## config.mk

```make
export PLATFORM = sky130hd
export DESIGN_NAME = rtcm3_frame_sync_crc_check_top_flat
export DESIGN_NICKNAME = d
export VERILOG_FILES = /design/src/design/rfsc_pkg.sv /design/src/design/rfsc_if.sv /design/src/design/rtcm3_frame_sync_crc_check_top.sv /design/src/design/rfsc_in_reg.sv /design/src/design/rfsc_frame_track.sv /design/src/design/rfsc_out_reg.sv /design/src/flat_wrapper.sv
export VERILOG_INCLUDE_DIRS = /design/src /design/src/design
export SDC_FILE = /design/constraint.sdc
export NUM_CORES = 1
export LEC_CHECK = 0
export BUFFER_PORTS_ARGS = -buffer_cell sky130_fd_sc_hd__buf_2
export CAP_MARGIN = 20
export CORE_MARGIN = 2
export CORE_UTILIZATION = 65
export CTS_CLUSTER_DIAMETER = 60
export DETAILED_ROUTE_END_ITERATION = 6
export GPL_ROUTABILITY_DRIVEN = 0
export PLACE_DENSITY = 0.85
export SLEW_MARGIN = 20
export SYNTH_ARGS = -nofsm -noshare
export SYNTH_HDL_FRONTEND = slang
export SYNTH_SLANG_ARGS = --single-unit
```

## constraint.sdc

```tcl
create_clock -name clock -period 11.4 [get_ports clock]
set_input_delay 1.14 -clock clock [delete_from_list [all_inputs] [get_ports clock]]
set_output_delay 1.14 -clock clock [all_outputs]
set_load 0.005 [all_outputs]
```

## src/design/assert_macros.svh

```systemverilog
// Assertion macros shared by the frame synchronizer RTL.
`ifndef ASSERT_MACROS_SVH
`define ASSERT_MACROS_SVH
`ifndef NO_ASSERTIONS
`define RFSC_ASSERT_IMP(label, clk, rst, ante, cons) \
   label: assert property (@(posedge clk) disable iff (rst) (ante) |-> (cons)) \
      else $error("rfsc assertion failed");
`define RFSC_ASSERT_NXT(label, clk, rst, ante, cons) \
   label: assert property (@(posedge clk) disable iff (rst) (ante) |=> (cons)) \
      else $error("rfsc assertion failed");
`else
`define RFSC_ASSERT_IMP(label, clk, rst, ante, cons)
`define RFSC_ASSERT_NXT(label, clk, rst, ante, cons)
`endif
`endif

```

## src/design/rfsc_pkg.sv

```systemverilog
// Types, constants and the CRC-24Q byte update for the frame synchronizer.
package rfsc_pkg;

   localparam logic [23:0] CRC_POLY      = 24'h864CFB;
   localparam logic [7:0]  PREAMBLE_RST  = 8'hD3;
   localparam int          IDX_W         = 11;
   localparam int          LEN_W         = 10;
   // Header and message bytes are covered by the CRC; the frame ends five past the length.
   localparam logic [IDX_W-1:0] COVER_OFS = 11'd3;
   localparam logic [IDX_W-1:0] END_OFS   = 11'd5;
   localparam logic [IDX_W-1:0] IDX_LEN_HI = 11'd1;
   localparam logic [IDX_W-1:0] IDX_LEN_LO = 11'd2;

   localparam logic [2:0] STATUS_IGNORED  = 3'd0;
   localparam logic [2:0] STATUS_START    = 3'd1;
   localparam logic [2:0] STATUS_IN_FRAME = 3'd2;
   localparam logic [2:0] STATUS_GOOD     = 3'd3;
   localparam logic [2:0] STATUS_BAD      = 3'd4;

   typedef struct packed {
      logic [7:0]       data_byte;
      logic [IDX_W-1:0] byte_index;
      logic [2:0]       frame_status;
      logic [LEN_W-1:0] msg_length;
      logic             frame_last;
   } rsp_payload_type;

   function automatic logic [23:0] crc24q_byte(input logic [23:0] crc, input logic [7:0] b);
      logic [23:0] c;
      c = crc ^ {b, 16'h0000};
      for (int i = 0; i < 8; i++) begin
         c = c[23] ? ({c[22:0], 1'b0} ^ CRC_POLY) : {c[22:0], 1'b0};
      end
      return c;
   endfunction

endpackage

```

## src/design/rfsc_if.sv

```systemverilog
// Request, response and register write channel interfaces.
interface rfsc_req_if;
   logic       valid;
   logic       ready;
   logic [7:0] rx_byte;
   modport source(output valid, output rx_byte, input ready);
   modport sink(input valid, input rx_byte, output ready);
endinterface

interface rfsc_rsp_if;
   logic        valid;
   logic        ready;
   logic [7:0]  data_byte;
   logic [10:0] byte_index;
   logic [2:0]  frame_status;
   logic [9:0]  msg_length;
   logic        frame_last;
   modport source(output valid, output data_byte, output byte_index, output frame_status,
                  output msg_length, output frame_last, input ready);
   modport sink(input valid, input data_byte, input byte_index, input frame_status,
                input msg_length, input frame_last, output ready);
endinterface

interface rfsc_csr_if;
   logic       valid;
   logic       ready;
   logic [7:0] wdata;
   modport source(output valid, output wdata, input ready);
   modport sink(input valid, input wdata, output ready);
endinterface

```

## src/design/rtcm3_frame_sync_crc_check_top.sv

```systemverilog
// RTCM 3 frame synchronizer with CRC-24Q check. One byte is taken per request and
// one response comes back for each: the byte, its index in the frame, a status, the
// header length and a last-byte flag. Throughput is one byte per clock while the
// response sink keeps up. A byte passes from the input register through the
// tracker, whose combinational path is one byte-wide CRC-24Q update and the length
// compares, into the result register. The preamble register (reset 0xD3) is written
// through the csr channel, which is always ready, and only matters while hunting.
module rtcm3_frame_sync_crc_check_top (
   input logic         clock,
   input logic         reset,
   rfsc_req_if.sink    req_chan,
   rfsc_rsp_if.source  rsp_chan,
   rfsc_csr_if.sink    csr_chan
);
   import rfsc_pkg::*;

   logic            byte_valid;
   logic [7:0]      byte_data;
   logic            can_load;
   logic            load;
   rsp_payload_type result;

   assign load = byte_valid && can_load;

   rfsc_in_reg u_in_reg (
      .clock      (clock),
      .reset      (reset),
      .req_chan   (req_chan),
      .advance    (load),
      .byte_valid (byte_valid),
      .byte_data  (byte_data)
   );

   rfsc_frame_track u_track (
      .clock    (clock),
      .reset    (reset),
      .csr_chan (csr_chan),
      .step     (load),
      .rx_byte  (byte_data),
      .result   (result)
   );

   rfsc_out_reg u_out_reg (
      .clock    (clock),
      .reset    (reset),
      .load     (load),
      .result   (result),
      .can_load (can_load),
      .rsp_chan (rsp_chan)
   );

`include "assert_macros.svh"

   `RFSC_ASSERT_IMP(a_last_has_verdict, clock, reset, rsp_chan.valid && rsp_chan.frame_last, rsp_chan.frame_status == STATUS_GOOD || rsp_chan.frame_status == STATUS_BAD)
   `RFSC_ASSERT_IMP(a_ignored_at_zero, clock, reset, rsp_chan.valid && rsp_chan.frame_status == STATUS_IGNORED, rsp_chan.byte_index == '0 && !rsp_chan.frame_last)
   `RFSC_ASSERT_IMP(a_in_frame_index, clock, reset, rsp_chan.valid && rsp_chan.frame_status == STATUS_IN_FRAME, rsp_chan.byte_index != '0 && !rsp_chan.frame_last)
   `RFSC_ASSERT_NXT(a_end_reaches_out, clock, reset, load && result.frame_last, rsp_chan.valid && rsp_chan.frame_last)

endmodule

```

## src/design/rfsc_in_reg.sv

```systemverilog
// Input register stage: captures one received byte per request.
module rfsc_in_reg (
   input  logic       clock,
   input  logic       reset,
   rfsc_req_if.sink   req_chan,
   input  logic       advance,
   output logic       byte_valid,
   output logic [7:0] byte_data
);
   logic       valid_ff, valid_in;
   logic [7:0] data_ff, data_in;
   logic       take;

   assign req_chan.ready = !valid_ff || advance;
   assign take           = req_chan.valid && req_chan.ready;

   always_comb begin
      valid_in = take ? 1'b1 : (advance ? 1'b0 : valid_ff);
      data_in  = take ? req_chan.rx_byte : data_ff;
   end

   always_ff @(posedge clock) begin
      if (reset) begin
         valid_ff <= 1'b0;
      end else begin
         valid_ff <= valid_in;
      end
   end

   always_ff @(posedge clock) begin
      data_ff <= data_in;
   end

   assign byte_valid = valid_ff;
   assign byte_data  = data_ff;
endmodule

```

## src/design/rfsc_frame_track.sv

```systemverilog
// Frame tracker: preamble register, byte count, length, and CRC state.
module rfsc_frame_track (
   input  logic                     clock,
   input  logic                     reset,
   rfsc_csr_if.sink                 csr_chan,
   input  logic                     step,
   input  logic [7:0]               rx_byte,
   output rfsc_pkg::rsp_payload_type result
);
   import rfsc_pkg::*;

   logic [7:0]       preamble_ff, preamble_in;
   logic [IDX_W-1:0] count_ff, count_in;
   logic [LEN_W-1:0] len_ff, len_in;
   logic [23:0]      crc_run_ff, crc_run_in;
   logic [23:0]      crc_rx_ff, crc_rx_in;

   logic [IDX_W-1:0] len_ext;
   logic             hunting;
   logic             covered;
   logic             frame_end;

   assign csr_chan.ready = 1'b1;
   assign preamble_in    = csr_chan.valid ? csr_chan.wdata : preamble_ff;
   assign hunting        = (count_ff == '0);

   always_comb begin
      len_in     = len_ff;
      crc_run_in = crc_run_ff;
      crc_rx_in  = crc_rx_ff;
      count_in   = count_ff;
      result.data_byte    = rx_byte;
      result.byte_index   = count_ff;
      result.frame_status = STATUS_IGNORED;
      result.msg_length   = '0;
      result.frame_last   = 1'b0;

      // The length is complete only after byte two; compares use the updated value.
      if (count_ff == IDX_LEN_HI) begin
         len_in = {rx_byte[1:0], 8'h00};
      end else if (count_ff == IDX_LEN_LO) begin
         len_in = {len_ff[LEN_W-1:8], rx_byte};
      end
      len_ext   = {1'b0, len_in};
      covered   = (count_ff < len_ext + COVER_OFS) || (count_ff < COVER_OFS);
      frame_end = (count_ff >= END_OFS) && (count_ff >= len_ext + END_OFS);

      if (hunting) begin
         len_in = len_ff;
         if (rx_byte == preamble_ff) begin
            crc_run_in = crc24q_byte(24'h000000, rx_byte);
            crc_rx_in  = '0;
            len_in     = '0;
            count_in   = 11'd1;
            result.frame_status = STATUS_START;
         end
      end else begin
         if (covered) begin
            crc_run_in = crc24q_byte(crc_run_ff, rx_byte);
         end else begin
            crc_rx_in = {crc_rx_ff[15:0], rx_byte};
         end
         if (count_ff >= IDX_LEN_LO) begin
            result.msg_length = len_in;
         end
         if (frame_end) begin
            result.frame_status = (crc_run_in == crc_rx_in) ? STATUS_GOOD : STATUS_BAD;
            result.frame_last   = 1'b1;
            count_in            = '0;
         end else begin
            result.frame_status = STATUS_IN_FRAME;
            count_in            = count_ff + 11'd1;
         end
      end
   end

   always_ff @(posedge clock) begin
      if (reset) begin
         preamble_ff <= PREAMBLE_RST;
         count_ff    <= '0;
         len_ff      <= '0;
         crc_run_ff  <= '0;
         crc_rx_ff   <= '0;
      end else begin
         preamble_ff <= preamble_in;
         if (step) begin
            count_ff   <= count_in;
            len_ff     <= len_in;
            crc_run_ff <= crc_run_in;
            crc_rx_ff  <= crc_rx_in;
         end
      end
   end
endmodule

```

## src/design/rfsc_out_reg.sv

```systemverilog
// Result register: holds one response until the sink takes it.
module rfsc_out_reg (
   input  logic                     clock,
   input  logic                     reset,
   input  logic                     load,
   input  rfsc_pkg::rsp_payload_type result,
   output logic                     can_load,
   rfsc_rsp_if.source               rsp_chan
);
   import rfsc_pkg::*;

   logic            valid_ff, valid_in;
   rsp_payload_type data_ff, data_in;

   assign can_load = !valid_ff || rsp_chan.ready;

   always_comb begin
      valid_in = load ? 1'b1 : (rsp_chan.ready ? 1'b0 : valid_ff);
      data_in  = load ? result : data_ff;
   end

   always_ff @(posedge clock) begin
      if (reset) begin
         valid_ff <= 1'b0;
      end else begin
         valid_ff <= valid_in;
      end
   end

   always_ff @(posedge clock) begin
      data_ff <= data_in;
   end

   assign rsp_chan.valid        = valid_ff;
   assign rsp_chan.data_byte    = data_ff.data_byte;
   assign rsp_chan.byte_index   = data_ff.byte_index;
   assign rsp_chan.frame_status = data_ff.frame_status;
   assign rsp_chan.msg_length   = data_ff.msg_length;
   assign rsp_chan.frame_last   = data_ff.frame_last;
endmodule
```

## src/flat_wrapper.sv

```systemverilog
// flat-port wrapper written by rule: the top's interface ports become plain ports
module rtcm3_frame_sync_crc_check_top_flat import rfsc_pkg::*;
  (clock, reset, req_chan_valid, req_chan_rx_byte, req_chan_ready, rsp_chan_valid, rsp_chan_data_byte, rsp_chan_byte_index, rsp_chan_frame_status, rsp_chan_msg_length, rsp_chan_frame_last, rsp_chan_ready, csr_chan_valid, csr_chan_wdata, csr_chan_ready);
  rfsc_req_if req_chan_i ();
  rfsc_rsp_if rsp_chan_i ();
  rfsc_csr_if csr_chan_i ();
  input logic clock;
  input logic reset;
  input wire logic [$bits(req_chan_i.valid)-1:0] req_chan_valid;
  input wire logic [$bits(req_chan_i.rx_byte)-1:0] req_chan_rx_byte;
  output wire logic [$bits(req_chan_i.ready)-1:0] req_chan_ready;
  output wire logic [$bits(rsp_chan_i.valid)-1:0] rsp_chan_valid;
  output wire logic [$bits(rsp_chan_i.data_byte)-1:0] rsp_chan_data_byte;
  output wire logic [$bits(rsp_chan_i.byte_index)-1:0] rsp_chan_byte_index;
  output wire logic [$bits(rsp_chan_i.frame_status)-1:0] rsp_chan_frame_status;
  output wire logic [$bits(rsp_chan_i.msg_length)-1:0] rsp_chan_msg_length;
  output wire logic [$bits(rsp_chan_i.frame_last)-1:0] rsp_chan_frame_last;
  input wire logic [$bits(rsp_chan_i.ready)-1:0] rsp_chan_ready;
  input wire logic [$bits(csr_chan_i.valid)-1:0] csr_chan_valid;
  input wire logic [$bits(csr_chan_i.wdata)-1:0] csr_chan_wdata;
  output wire logic [$bits(csr_chan_i.ready)-1:0] csr_chan_ready;
  assign req_chan_i.valid = req_chan_valid;
  assign req_chan_i.rx_byte = req_chan_rx_byte;
  assign req_chan_ready = req_chan_i.ready;
  assign rsp_chan_valid = rsp_chan_i.valid;
  assign rsp_chan_data_byte = rsp_chan_i.data_byte;
  assign rsp_chan_byte_index = rsp_chan_i.byte_index;
  assign rsp_chan_frame_status = rsp_chan_i.frame_status;
  assign rsp_chan_msg_length = rsp_chan_i.msg_length;
  assign rsp_chan_frame_last = rsp_chan_i.frame_last;
  assign rsp_chan_i.ready = rsp_chan_ready;
  assign csr_chan_i.valid = csr_chan_valid;
  assign csr_chan_i.wdata = csr_chan_wdata;
  assign csr_chan_ready = csr_chan_i.ready;
  rtcm3_frame_sync_crc_check_top u_core (.clock(clock), .reset(reset), .req_chan(req_chan_i), .rsp_chan(rsp_chan_i), .csr_chan(csr_chan_i));
endmodule
```

==> flow_summary.json <==
{
  "fin_nets": 891,
  "tritoncts": "built",
  "synthXorXnorAreaFrac_pct": 22.19,
  "antenna_found_initial": 0,
  "grt_usage_pct": 32.72,
  "cts_buffers": 17,
  "leakage_uw": 0.003219,
  "critPathMaxFanout": 37,
  "io_pins": 57,
  "finalCriticalPeriod_ns": 5.623,
  "hold_violations": 0,
  "cp_num_buf_inv": 1,
  "start_util_pct": 66.72,
  "worstPathArrival_ns": 5.87,
  "synth-main-ff-cell": "dfxtp_1",
  "fin_skew_ns": 0.007907,
  "final_cell_mix": "nor2_1 (125), xnor2_1 (94), dfxtp_1 (79)",
  "ant_nets": 0,
  "clock_sinks": 120,
  "wl_per_cell_um": 20.06,
  "grt_first_pass_wirelength_um": 32550,
  "synthMuxAreaShare_pct": 2.956,
  "syn_area_mm2": 0.007619,
  "critPathTopFamily": "simple AND/OR/NAND/NOR gates",
  "diodes": 0,
  "final_common_cell": "nor2_1",
  "grt_max_degree": 75,
  "yosysWarnings": 0,
  "cts_buffer_depth": 2,
  "status": "complete, no violations",
  "max_cap_viol_count": 0,
  "drt_iter0_drc": 868,
  "placed_area_mm2": 0.007884,
  "holdWs_ns": 0.5167,
  "cpMostUsedCell": "nand2_1",
  "dieArea_mm2": 0.01260,
  "dpl.hpwl_um": 13830,
  "setup_tns_ns": 0,
  "vias_per_cell": 6.453,
  "ys_seq_elements": 120,
  "syn_inst": 812,
  "cp.required_ns": 11.65,
  "rsz0062_at_grt": "false",
  "slowest_delay_ns": 0.61,
  "peakVddDrop_uv": 119.7,
  "grt_overflow_total": 0,
  "fp.coreArea_mm2": 0.01142,
  "cts_max_level": 4,
  "fp-row-count": 39,
  "num_vias": 6447,
  "pre_cts_ws_ns": 5.980,
  "drc_errors": 0,
  "hold_path_class": "flop to flop",
  "portBuffers": 55,
  "syn_area_per_cell_um2": 9.382,
  "max-slew-margin-rel_pct": 35.88,
  "die-width_um": 112.3,
  "pwr_density_cell_mw_per_mm2": 171.7,
  "cp_cell_sequence": "or4_1 > nor3_2 > nand2_1 > mux2i_1 > nor3_1 > nand2_1 > o21ai_0 > o21ai_0 > ha_1 > o21a_1 > nor2_1 > a21oi_1 > o21a_1 > buf_4 > a2111oi_1 > a31oi_1 > a2111oi_2 > nand2_1 > o22ai_1",
  "drt-pass1-iter-count": 6,
  "final_area_mm2": 0.008488,
  "worst-setup-path-type": "flop to flop",
  "fillers": 752,
  "seq_area_frac_synth_pct": 36.92,
  "drive_above_1_share_pct": 14.49,
  "wirelength_um": 20040,
  "slowest_stage": "or4_1",
  "synth_nets": 860,
  "worst_pin_slew_ns": 0.9619,
  "synth-compound-area-share_pct": 14.21,
  "timing.final.ws_setup_ns": 5.777,
  "cts_setup_buffers": 0,
  "synthAdderAreaFrac_pct": 4.434,
  "synthArstFlopShare_pct": 0,
  "synth_top_family_by_area": "XOR/XNOR gates",
  "synth_edf_count": 41,
  "root_buffer": "clkbuf_16",
  "insertion_delay_ns": 0.43,
  "area_delta_synth_final_pct": 11.41,
  "finalCritPeriodShare_pct": 49.33,
  "grt_pass1_vias": 6355,
  "cp-start-kind": "flop",
  "cts_resized": 0,
  "end_kind": "flop",
  "slew_violations": 0,
  "cts.clk_slew.worst_paths_ns": 0.06,
  "synth-simple-area-share_pct": 15.34,
  "postCtsHoldBufs": 0,
  "setup_viol": 0,
  "die_h_um": 112.3,
  "ys_types": 68,
  "fmax_mhz": 177.8
}
[where the power goes]
part | switching (µW) | internal [µW] | total, µW
Clock | 220 | 330 | 550
Sequential | 24.5 | 458 | 483
Combinational | 241 | 183 | 424
[cells in the mapped netlist (all sizes together) (3+ instances only)]
cell type | count | area, µm²
nor4 | 5 | 31.28
and2 | 4 | 25.02
xor3 | 3 | 73.82
or2 | 5 | 31.28
nor2b | 8 | 50.05
a211oi | 7 | 52.55
edfxtp | 41 | 1231
o21ai | 26 | 130.1
a31oi | 10 | 62.56
nand2 | 57 | 214.0
a222oi | 4 | 40.04
a21oi | 20 | 100.1
nand4 | 7 | 43.79
a211o | 5 | 43.79
buf | 15 | 111.4
nand2b | 6 | 37.54
xnor3 | 6 | 140.1
xnor2 | 103 | 1003
inv | 13 | 48.80
nor2 | 125 | 469.2
clkbuf | 36 | 137.6
ha | 27 | 337.8
a2111oi | 5 | 70.07
o311ai | 3 | 26.28
nor3 | 24 | 125.1
mux2 | 4 | 45.04
dfxtp | 79 | 1582
a22oi | 34 | 255.2
nand3 | 15 | 75.07
a221oi | 8 | 70.07
o21a | 8 | 60.06
mux2i | 18 | 180.2
xor2 | 51 | 473.0
o211ai | 5 | 37.54
[metal layers]
metal,GRT usage (%),up-vias,wire [µm]
met3,8.261,103,2018
li1,-,2924,-
met2,51.29,442,9217
met5,0,-,0
met1,40.85,2978,7697
met4,19.84,0,1103
[flip-flops by register name, summed over array words and instances, names as in the netlist]
| signal | cells |
|---|---|
| u_core.u_track.crc_run_ff | 24 |
| u_core.u_track.crc_rx_ff | 24 |
| u_core.u_out_reg.rsp_chan.byte_index | 11 |
| u_core.u_track.count_ff | 11 |
| u_core.u_out_reg.rsp_chan.msg_length | 10 |
| u_core.u_track.len_ff | 10 |
| u_core.u_in_reg.byte_data | 8 |
| u_core.u_out_reg.rsp_chan.data_byte | 8 |
| u_core.u_track.preamble_ff | 8 |
| u_core.u_out_reg.rsp_chan.frame_status | 3 |
| u_core.u_in_reg.byte_valid | 1 |
| u_core.u_out_reg.rsp_chan.frame_last | 1 |
| u_core.u_out_reg.rsp_chan.valid | 1 |
[final cells by class]
| type | instances | area (µm²) | area share, % |
|---|---|---|---|
| multi-input cells | 628 | 4508 | 53.11 |
| flip-flops and latches | 120 | 2813 | 33.14 |
| clock buffers | 17 | 425.4 | 5.012 |
| repair buffers | 63 | 335.3 | 3.950 |
| clock inverters | 15 | 178.9 | 2.108 |
| well taps | 143 | 178.9 | 2.108 |
| inverters | 13 | 48.80 | 0.5749 |
[logic make-up after synthesis]
family          Yosys count
simple gates            265
xor+xnor                163
buf+inv                  64
mux                      22
other cells               1
fa+ha+maj                27
flops                   120
compound gates          150
[worst register-to-register path, delay by kind of cell (launching register included)]
kind | cells | cell delay, ns
compound gates | 9 | 1.74
mux | 1 | 0.33
buf+inv | 1 | 0.25
flops | 1 | 0.40
fa+ha+maj | 1 | 0.29
simple gates | 7 | 2.45
[per-stage QoR]
stage                     total power (µW)  std cells  util [%]
after floorplan                      807.2        812         -
after detailed placement             894.8        967     69.04
final                                 1457        999     74.34
after CTS                             1447        999     74.34
after global placement               884.1        967     69.04
after global routing                  1505        999     74.34
[worst paths after layout]
path / to / slack, ns / cells past startpoint / startpoint
worst max-delay path: u_core.u_out_reg.rsp_chan.frame_status[0] / 5.78 / 19 / u_core.u_track.count_ff[7]
worst min-delay path: u_core.u_track.preamble_ff[3] / 0.52 / 2 / u_core.u_track.preamble_ff[3]
worst max register to register: u_core.u_out_reg.rsp_chan.frame_status[0] / 5.78 / 19 / u_core.u_track.count_ff[7]
worst min register to register: u_core.u_track.preamble_ff[3] / 0.52 / 2 / u_core.u_track.preamble_ff[3]
Power figures use the tool's default switching activity.
